[src/rtl/i2c_adc_channel_read_master_top_macros.svh]
// Assertion macros shared by the RTL files.
`ifndef I2C_ADC_CHANNEL_READ_MASTER_TOP_MACROS_SVH
`define I2C_ADC_CHANNEL_READ_MASTER_TOP_MACROS_SVH

`ifndef SYNTHESIS

// Same-cycle implication, checked outside reset.
`define IACRM_ASSERT_NOW(label, clk, rst_n, a, b) \
	label: assert property (@(posedge clk) disable iff (!rst_n) (a) |-> (b)) \
		else $error("iacrm assertion failed");

// Next-cycle implication, checked outside reset.
`define IACRM_ASSERT_NEXT(label, clk, rst_n, a, b) \
	label: assert property (@(posedge clk) disable iff (!rst_n) (a) |=> (b)) \
		else $error("iacrm assertion failed");

`else

`define IACRM_ASSERT_NOW(label, clk, rst_n, a, b)
`define IACRM_ASSERT_NEXT(label, clk, rst_n, a, b)

`endif

`endif

[src/rtl/iacrm_pkg.sv]
`default_nettype none

package iacrm_pkg;

	typedef enum logic [19:0] {
		PH_IDLE   = 20'h00001,
		PH_ST_A   = 20'h00002,
		PH_ST_B   = 20'h00004,
		PH_ST_C   = 20'h00008,
		PH_ST_D   = 20'h00010,
		PH_WR_BIT = 20'h00020,
		PH_WR_HI  = 20'h00040,
		PH_WR_LO  = 20'h00080,
		PH_WR_E1  = 20'h00100,
		PH_WR_E2  = 20'h00200,
		PH_ACK_HI = 20'h00400,
		PH_ACK_PL = 20'h00800,
		PH_RD_REL = 20'h01000,
		PH_RD_HI  = 20'h02000,
		PH_RD_LO  = 20'h04000,
		PH_RD_E1  = 20'h08000,
		PH_RD_E2  = 20'h10000,
		PH_SP_A   = 20'h20000,
		PH_SP_B   = 20'h40000,
		PH_SP_C   = 20'h80000
	} phase_t;

	localparam logic [2:0] STG_ADDR_W  = 3'd0;
	localparam logic [2:0] STG_CTRL    = 3'd1;
	localparam logic [2:0] STG_CTRL_AK = 3'd2;
	localparam logic [2:0] STG_RESTART = 3'd3;
	localparam logic [2:0] STG_ADDR_R  = 3'd4;
	localparam logic [2:0] STG_READ    = 3'd5;
	localparam logic [2:0] STG_STOP    = 3'd6;

	localparam logic [2:0] LAST_BIT = 3'd7;

	localparam logic CFG_DEVICE_ADDRESS = 1'b0;
	localparam logic CFG_ACK_POLL_LIMIT = 1'b1;

	localparam logic [6:0] DEVICE_ADDRESS_RESET = 7'd72;
	localparam logic [7:0] ACK_POLL_LIMIT_RESET = 8'd255;

	typedef struct packed {
		logic       start_request;
		logic [7:0] control_byte;
		logic       sda_in;
	} item_t;

	typedef struct packed {
		logic [6:0] device_address;
		logic [7:0] ack_poll_limit;
	} cfg_t;

	typedef struct packed {
		logic       scl_out;
		logic       sda_out;
		logic       busy_res;
		logic       done_res;
		logic [7:0] read_data;
		logic       ack_missing;
	} res_t;

endpackage

`default_nettype wire

[src/rtl/iacrm_seq.sv]
`default_nettype none

`include "i2c_adc_channel_read_master_top_macros.svh"

module iacrm_seq (
	input  wire logic            clk,
	input  wire logic            arst_n,
	input  wire logic            step,
	input  wire iacrm_pkg::item_t item,
	input  wire iacrm_pkg::cfg_t  cfg,
	output iacrm_pkg::res_t       res
);

	iacrm_pkg::phase_t phase_q, phase_d;
	logic [2:0] bit_q, bit_d;
	logic [2:0] stage_q, stage_d;
	logic [7:0] shift_q, shift_d;
	logic [7:0] ctrl_q, ctrl_d;
	logic [7:0] poll_q, poll_d;
	logic       fail_q, fail_d;
	logic       scl_q, scl_d;
	logic       sda_q, sda_d;
	logic       done_d;
	logic [7:0] addr_w;

	assign addr_w = {cfg.device_address, 1'b0};

	always_comb begin
		phase_d = phase_q;
		bit_d   = bit_q;
		stage_d = stage_q;
		shift_d = shift_q;
		ctrl_d  = ctrl_q;
		poll_d  = poll_q;
		fail_d  = fail_q;
		scl_d   = scl_q;
		sda_d   = sda_q;
		done_d  = 1'b0;
		case (phase_q)
			iacrm_pkg::PH_IDLE: begin
				if (item.start_request) begin
					ctrl_d  = item.control_byte;
					fail_d  = 1'b0;
					stage_d = iacrm_pkg::STG_ADDR_W;
					bit_d   = 3'd0;
					sda_d   = 1'b1;
					phase_d = iacrm_pkg::PH_ST_B;
				end
			end
			iacrm_pkg::PH_ST_A: begin
				sda_d   = 1'b1;
				phase_d = iacrm_pkg::PH_ST_B;
			end
			iacrm_pkg::PH_ST_B: begin
				scl_d   = 1'b1;
				phase_d = iacrm_pkg::PH_ST_C;
			end
			iacrm_pkg::PH_ST_C: begin
				sda_d   = 1'b0;
				phase_d = iacrm_pkg::PH_ST_D;
			end
			iacrm_pkg::PH_ST_D: begin
				scl_d = 1'b0;
				if (stage_q == iacrm_pkg::STG_ADDR_W) begin
					shift_d = addr_w;
					stage_d = iacrm_pkg::STG_CTRL;
				end else begin
					shift_d = addr_w | 8'h01;
					stage_d = iacrm_pkg::STG_ADDR_R;
				end
				bit_d   = 3'd0;
				phase_d = iacrm_pkg::PH_WR_BIT;
			end
			iacrm_pkg::PH_WR_BIT: begin
				sda_d   = shift_q[7];
				shift_d = {shift_q[6:0], 1'b0};
				phase_d = iacrm_pkg::PH_WR_HI;
			end
			iacrm_pkg::PH_WR_HI: begin
				scl_d   = 1'b1;
				phase_d = iacrm_pkg::PH_WR_LO;
			end
			iacrm_pkg::PH_WR_LO: begin
				scl_d = 1'b0;
				if (bit_q == iacrm_pkg::LAST_BIT) begin
					bit_d   = 3'd0;
					phase_d = iacrm_pkg::PH_WR_E1;
				end else begin
					bit_d   = bit_q + 3'd1;
					phase_d = iacrm_pkg::PH_WR_BIT;
				end
			end
			iacrm_pkg::PH_WR_E1: begin
				sda_d   = 1'b1;
				phase_d = iacrm_pkg::PH_WR_E2;
			end
			iacrm_pkg::PH_WR_E2: begin
				scl_d   = 1'b0;
				phase_d = iacrm_pkg::PH_ACK_HI;
			end
			iacrm_pkg::PH_ACK_HI: begin
				scl_d   = 1'b1;
				poll_d  = cfg.ack_poll_limit;
				phase_d = iacrm_pkg::PH_ACK_PL;
			end
			iacrm_pkg::PH_ACK_PL: begin
				if (item.sda_in && (poll_q != 8'd0)) begin
					poll_d = poll_q - 8'd1;
				end else begin
					if (item.sda_in) begin
						fail_d = 1'b1;
					end
					scl_d = 1'b0;
					case (stage_q)
						iacrm_pkg::STG_CTRL: begin
							shift_d = ctrl_q;
							stage_d = iacrm_pkg::STG_CTRL_AK;
							bit_d   = 3'd0;
							phase_d = iacrm_pkg::PH_WR_BIT;
						end
						iacrm_pkg::STG_CTRL_AK: begin
							stage_d = iacrm_pkg::STG_RESTART;
							phase_d = iacrm_pkg::PH_ST_A;
						end
						iacrm_pkg::STG_ADDR_R: begin
							stage_d = iacrm_pkg::STG_READ;
							phase_d = iacrm_pkg::PH_RD_REL;
						end
						default: begin
							phase_d = iacrm_pkg::PH_SP_A;
						end
					endcase
				end
			end
			iacrm_pkg::PH_RD_REL: begin
				sda_d   = 1'b1;
				bit_d   = 3'd0;
				phase_d = iacrm_pkg::PH_RD_HI;
			end
			iacrm_pkg::PH_RD_HI: begin
				scl_d   = 1'b1;
				phase_d = iacrm_pkg::PH_RD_LO;
			end
			iacrm_pkg::PH_RD_LO: begin
				shift_d = {shift_q[6:0], item.sda_in};
				scl_d   = 1'b0;
				if (bit_q == iacrm_pkg::LAST_BIT) begin
					bit_d   = 3'd0;
					phase_d = iacrm_pkg::PH_RD_E1;
				end else begin
					bit_d   = bit_q + 3'd1;
					phase_d = iacrm_pkg::PH_RD_HI;
				end
			end
			iacrm_pkg::PH_RD_E1: begin
				sda_d   = 1'b1;
				phase_d = iacrm_pkg::PH_RD_E2;
			end
			iacrm_pkg::PH_RD_E2: begin
				scl_d   = 1'b0;
				stage_d = iacrm_pkg::STG_STOP;
				phase_d = iacrm_pkg::PH_SP_A;
			end
			iacrm_pkg::PH_SP_A: begin
				sda_d   = 1'b0;
				phase_d = iacrm_pkg::PH_SP_B;
			end
			iacrm_pkg::PH_SP_B: begin
				scl_d   = 1'b1;
				phase_d = iacrm_pkg::PH_SP_C;
			end
			iacrm_pkg::PH_SP_C: begin
				sda_d   = 1'b1;
				done_d  = 1'b1;
				stage_d = iacrm_pkg::STG_ADDR_W;
				phase_d = iacrm_pkg::PH_IDLE;
			end
			default: begin
				scl_d   = 1'b1;
				sda_d   = 1'b1;
				phase_d = iacrm_pkg::PH_IDLE;
			end
		endcase
	end

	always_ff @(posedge clk or negedge arst_n) begin
		if (!arst_n) begin
			phase_q <= iacrm_pkg::PH_IDLE;
			bit_q   <= 3'd0;
			stage_q <= iacrm_pkg::STG_ADDR_W;
			shift_q <= 8'd0;
			ctrl_q  <= 8'd0;
			poll_q  <= 8'd0;
			fail_q  <= 1'b0;
			scl_q   <= 1'b1;
			sda_q   <= 1'b1;
		end else if (step) begin
			phase_q <= phase_d;
			bit_q   <= bit_d;
			stage_q <= stage_d;
			shift_q <= shift_d;
			ctrl_q  <= ctrl_d;
			poll_q  <= poll_d;
			fail_q  <= fail_d;
			scl_q   <= scl_d;
			sda_q   <= sda_d;
		end
	end

	assign res.scl_out     = scl_d;
	assign res.sda_out     = sda_d;
	assign res.busy_res    = (phase_d != iacrm_pkg::PH_IDLE);
	assign res.done_res    = done_d;
	assign res.read_data   = done_d ? shift_d : 8'd0;
	assign res.ack_missing = fail_d;

	`IACRM_ASSERT_NEXT(a_hold_when_stalled, clk, arst_n, !step, $stable(phase_q) && $stable(shift_q))
	`IACRM_ASSERT_NEXT(a_stop_releases_lines, clk, arst_n,
		step && (phase_q == iacrm_pkg::PH_SP_C), scl_q && sda_q && (phase_q == iacrm_pkg::PH_IDLE))
	`IACRM_ASSERT_NEXT(a_fail_set_only_by_poll, clk, arst_n,
		step && !fail_q && (phase_q != iacrm_pkg::PH_ACK_PL), !fail_q)
	`IACRM_ASSERT_NOW(a_scl_low_on_data_change, clk, arst_n,
		step && (phase_q == iacrm_pkg::PH_WR_BIT), !scl_q)

endmodule

`default_nettype wire

[src/rtl/i2c_adc_channel_read_master_top.sv]
// Tick-driven I2C master for one combined write/read transaction with a converter.
// Each input transfer is one bus tick and yields exactly one result transfer with the
// SCL/SDA levels after that tick's line event; a new tick can be taken every clock
// while the output is not stalled, and each result passes the input register and
// then the result register. The one-tick-per-clock rate is set by the single sequencer
// state update between the input register and the result register. A request starts
// the sequence only when idle; done_res marks the tick that releases SDA at the stop,
// with read_data valid on that tick only. Write configuration only while idle.

`default_nettype none

`include "i2c_adc_channel_read_master_top_macros.svh"

module i2c_adc_channel_read_master_top (
	input  wire logic        clk,
	input  wire logic        arst_n,
	input  wire logic        s_tvalid,
	output logic             s_tready,
	// start_request[0], control_byte[8:1], sda_in[9], zero[15:10]
	input  wire logic [15:0] s_tdata,
	output logic             m_tvalid,
	input  wire logic        m_tready,
	// scl_out[0], sda_out[1], busy_res[2], done_res[3], read_data[11:4],
	// ack_missing[12], zero[15:13]
	output logic [15:0]      m_tdata,
	input  wire logic        cfg_we,
	input  wire logic        cfg_index,
	input  wire logic [7:0]  cfg_data
);

	iacrm_pkg::cfg_t  cfg_q;
	iacrm_pkg::item_t item_s1;
	logic             valid_s1;
	iacrm_pkg::res_t  res;
	logic             advance;
	logic             out_valid_s2;
	logic [15:0]      data_s2;

	always_ff @(posedge clk or negedge arst_n) begin
		if (!arst_n) begin
			cfg_q.device_address <= iacrm_pkg::DEVICE_ADDRESS_RESET;
			cfg_q.ack_poll_limit <= iacrm_pkg::ACK_POLL_LIMIT_RESET;
		end else if (cfg_we) begin
			case (cfg_index)
				iacrm_pkg::CFG_DEVICE_ADDRESS: cfg_q.device_address <= cfg_data[6:0];
				iacrm_pkg::CFG_ACK_POLL_LIMIT: cfg_q.ack_poll_limit <= cfg_data;
				default: ;
			endcase
		end
	end

	assign advance  = valid_s1 && (!out_valid_s2 || m_tready);
	assign s_tready = !valid_s1 || advance;

	always_ff @(posedge clk or negedge arst_n) begin
		if (!arst_n) begin
			valid_s1 <= 1'b0;
		end else if (s_tready) begin
			valid_s1 <= s_tvalid;
		end
	end

	always_ff @(posedge clk) begin
		if (s_tready && s_tvalid) begin
			item_s1.start_request <= s_tdata[0];
			item_s1.control_byte  <= s_tdata[8:1];
			item_s1.sda_in        <= s_tdata[9];
		end
	end

	iacrm_seq u_seq (
		.clk    (clk),
		.arst_n (arst_n),
		.step   (advance),
		.item   (item_s1),
		.cfg    (cfg_q),
		.res    (res)
	);

	always_ff @(posedge clk or negedge arst_n) begin
		if (!arst_n) begin
			out_valid_s2 <= 1'b0;
		end else if (advance) begin
			out_valid_s2 <= 1'b1;
		end else if (m_tready) begin
			out_valid_s2 <= 1'b0;
		end
	end

	always_ff @(posedge clk) begin
		if (advance) begin
			data_s2 <= {3'b000, res.ack_missing, res.read_data, res.done_res,
				res.busy_res, res.sda_out, res.scl_out};
		end
	end

	assign m_tvalid = out_valid_s2;
	assign m_tdata  = data_s2;

	`IACRM_ASSERT_NEXT(a_stalled_item_kept, clk, arst_n, valid_s1 && !advance, valid_s1)

endmodule

`default_nettype wire
[config.mk]
export PLATFORM = sky130hd
export DESIGN_NAME = i2c_adc_channel_read_master_top
export DESIGN_NICKNAME = d
export VERILOG_FILES = /design/src/rtl/iacrm_pkg.sv /design/src/rtl/iacrm_seq.sv /design/src/rtl/i2c_adc_channel_read_master_top.sv
export VERILOG_INCLUDE_DIRS = /design/src /design/src/rtl
export SDC_FILE = /design/constraint.sdc
export NUM_CORES = 1
export LEC_CHECK = 0
export ABC_CLOCK_PERIOD_IN_PS = 5300
export BUFFER_PORTS_ARGS = -buffer_cell sky130_fd_sc_hd__clkbuf_2
export CAP_MARGIN = 20
export CORE_AREA = 2 2 88 90
export DETAILED_ROUTE_END_ITERATION = 6
export DIE_AREA = 0 0 90 92
export GPL_TIMING_DRIVEN = 0
export PLACE_DENSITY = 0.83
export SLEW_MARGIN = 10
export SYNTH_ARGS = -nofsm -noshare
export SYNTH_HDL_FRONTEND = slang
export SYNTH_SLANG_ARGS = --single-unit
[constraint.sdc]
create_clock -name clk -period 5.3 [get_ports clk]
set_clock_uncertainty 0.2 [all_clocks]
set_input_delay 1.06 -clock clk [delete_from_list [all_inputs] [get_ports clk]]
set_output_delay 1.06 -clock clk [all_outputs]
set_load 0.05 [all_outputs]
==> results.md <==
* Post-CTS Hold Fix Bufs at 0
* Seq pwr share at 0.528
* Layout cells sized above 1 at 0.2439
* Tot GR Track Use at 0.2637
* Seq cells post-synth at 93
* Buffers added on ports at 38
* Reg area at 2459 um^2
* Fin crit period at 3467 ps
* Pin count of the biggest net entering global routing at 57
* Worst Tran Pin Value at 917.5 ps
* Fin. max-slew vios at 0
* Post-cts resize count at 0
* Hold path depth at 2
* Crit share post-route at 0.6541
* Final hold vios at 0
* Ys async rst share at 0.7527
* Unique cell type count in the Yosys netlist at 64
* Area of the multi-input gates at 1908 um^2
* Top-Level Pins at 48
* Setup_tns at 0 ps
* Vias in the first global route at 3,451
* Setup-failing EPs final at 0
* Hold Crit Class: reg -> reg
* Commonest non-fill, non-tap cell in the layout: nand2_1
* Starting DRT DRC Count at 354
* Nets@finish at 516
* Reg2reg start: u_seq.phase_q[4]$_DFFE_PN0P_
* CTS max path bufs at 2
* Post-Syn Area per Cell at 10.54 um^2
* Crit path kind: reg -> reg
* Critical path peak fanout at 10
* Clock transition at the registers of the reported paths at 100 ps
* Peak VDD IR at 0.0002332 V
* Synth warn at 0
* R2R Setup Slk at 1830 ps
* Detailed Place HPWL at 7.528 mm
* Startpoint types: flop
* Leakage at 2.168 nW
* Die area at 8280 um^2
* Switch Pwr at 0.0005490 W
* Routed WL per cell at 18.12 um
* CTS tree: yes
* Syn Std Cell Area at 4533 um^2
* Clock power frac at 0.275
* Placer congestion estimate at 0.9366
* Power share of the combinational group at 0.197
* Post-synth EDFFs at 23
* CP Cell Sequence: or4_1 -> clkbuf_1 -> nor4_1 -> nand4b_1 -> inv_2 -> o311ai_1 -> o21ai_0 -> o21ai_0
* Fill count at 544
* Core area at 7447 um^2
* Switch share at 0.3235
* Max_cap viols at 0
* Post-Synthesis Cells at 430
* Setup repair after global routing missed its margin: false
* Synth Flop Type: dfrtp_1
* Seq/Total Area, Yosys at 0.5424
* Critical Path Slowest Stage Cell: or4_1
* Initial core utilization at 0.6087
* Fmax at 288.5 MHz
* Final worst slack at 1833 ps
* Via Count at 3,666
* Die H at 92 um
* Critical Path Sink Type: flop
* Drt drc at 0
* Worst hold endpoint: u_seq.scl_q$_DFFE_PN1P_
* Max incr delay on CP at 560 ps
* Pre-CTS setup slack at 1961 ps
* Final WL at 10.69 mm
* Crit path arrival time at 3490 ps
* Hold_sp: u_seq.scl_q$_DFFE_PN1P_
* Post-route ant nets at 0
* First-pass GRT wire length at 17.18 mm
* GRT overflow at 0
* Buf/Inv on CP at 2
* Initial antenna violation count at 0
* Status: finished, final reports clean
* First drt pass iteration count at 5
* CTS sink cnt at 93
* Most used cell, CP: o21ai_0
* Worst slew margin at 0.3827
* Syn-to-layout area delta at 12.23%
* Worst R2R Path Depth at 8
* CTS H-tree depth at 3
* Internal power at 0.001148 W
* Worst EP required at 5330 ps
* Most frequent cells in the layout: nand2_1, dfrtp_1, clkbuf_2
* Post-CTS setup buffers at 0
* CTS root buf: clkbuf_8
* R2r endpoint: u_seq.stage_q[2]$_DFFE_PN0P_
* # rows at 32
* Clock Latency Late Sink at 370 ps
* TritonCTS Buffers at 9
* Top delay family on crit path: simple AND/OR/NAND/NOR gates
* N_diodes at 0
* Via-to-Cell Ratio at 6.214
* Die X at 90 um
* P per Cell Area at 333.6 nW/um^2
[power groups by stage]
| stage | Sequential [W] | Combinational, W | Clock (W) |
|---|---|---|---|
| floorplan | 0.000924 | 0.000209 | 0 |
| finish | 0.000896 | 0.000335 | 0.000467 |
| CTS | 0.000894 | 0.000331 | 0.000471 |
| global placement | 0.000904 | 0.000312 | 0 |
| global route | 0.000903 | 0.000363 | 0.000498 |
| detailed placement | 0.000910 | 0.000329 | 0 |
[routing by layer]
metal,part of all wire,wire length [um],GRT usage,vias to the layer above
met3,0.074,791,0.04684,17
met2,0.50,5386,0.4392,192
met5,0,0,0,-
met1,0.40,4329,0.3489,1766
li1,-,-,-,1691
met4,0.017,183,0.09872,0
[stage by stage]
step | util | cell area, um^2 | std cells | power (W) | hold WS, ps
detailed placement | 0.6579 | 4900 | 574 | 0.001238 | 267.3
global placement | 0.6524 | 4858 | 572 | 0.001216 | 257.8
floorplan | - | 4541 | 432 | 0.001133 | 246.4
global route | 0.6831 | 5087 | 590 | 0.001764 | 294.7
CTS | 0.6831 | 5087 | 590 | 0.001696 | 280.6
finish | 0.6831 | 5087 | 590 | 0.001697 | 281.9
[kinds of logic (layout without fill, tap and decap cells)]
family / Yosys count / in the layout / synth area share
other: 1 / 3 / 0.0008272
xor gates and xnor gates: 1 / 1 / 0.001932
DFF: 93 / 93 / 0.5424
AOI/OAI and AO/OA: 99 / 99 / 0.1491
and+or+nand+nor: 171 / 171 / 0.2001
buffers and inverters: 38 / 94 / 0.03836
muxes: 24 / 24 / 0.05907
adders and majority gates: 3 / 3 / 0.008281
[worst min-delay path, cell delays in order, from the launching register on]
cell and delay (ps):
dfstp_2 390, o41ai_1 50, o21ai_1 60
[worst max path at each step]
| stage | depth (start not counted) | to | from |
|---|---|---|---|
| 4_1_cts | 8 | u_seq.stage_q[2]$_DFFE_PN0P_ | u_seq.phase_q[4]$_DFFE_PN0P_ |
| 3_3_place_gp | 5 | m_tdata[1]$_DFFE_PP_ | m_tready |
| 5_1_grt | 8 | u_seq.stage_q[2]$_DFFE_PN0P_ | u_seq.phase_q[4]$_DFFE_PN0P_ |
| 3_5_place_dp | 8 | u_seq.stage_q[2]$_DFFE_PN0P_ | u_seq.phase_q[4]$_DFFE_PN0P_ |
| 2_1_floorplan | 9 | m_tdata[0]$_DFFE_PP_ | u_seq.phase_q[12]$_DFFE_PN0P_ |
| 6_report | 8 | u_seq.stage_q[2]$_DFFE_PN0P_ | u_seq.phase_q[4]$_DFFE_PN0P_ |
[cells in the mapped netlist, drive strengths merged (4+ instances only)]
master | count | area (um^2)
o31ai | 6 | 50.05
nand3 | 8 | 40.04
dfrtp | 57 | 1426
nor4 | 9 | 56.30
nor2 | 27 | 106.4
mux2 | 22 | 247.7
o21ai | 33 | 165.2
or4 | 8 | 63.81
nand4b | 8 | 70.07
nor3 | 10 | 55.05
clkbuf | 15 | 56.30
a21oi | 27 | 150.2
nor4b | 5 | 43.79
inv | 13 | 48.79
nand2 | 63 | 239.0
or3 | 8 | 50.05
dfstp | 13 | 341.6
buf | 10 | 68.82
nand4 | 4 | 25.02
nand2b | 5 | 31.28
edfxtp | 23 | 690.7
a222oi | 7 | 70.07
[final cells by class]
type	count	share of cell area
flip-flops and latches	93	0.4833
multi-input cells	301	0.3751
repair buffers	40	0.04550
well taps	102	0.02509
plain buffers	25	0.02459
clock buffers	9	0.02435
clock inverters	7	0.01254
inverters	13	0.009592
[sequential cells by signal, summed over array words and instances, names as in the netlist, 3 cells and up]
signal and count:
m_tdata 13, u_seq.ctrl_q 8, u_seq.stage_q 3, u_seq.shift_q 8, item_s1 10, u_seq.bit_q 3, u_seq.poll_q 8, cfg_q 15
u_seq.phase_q 20
No activity file was read; power rests on OpenSTA's default activity.
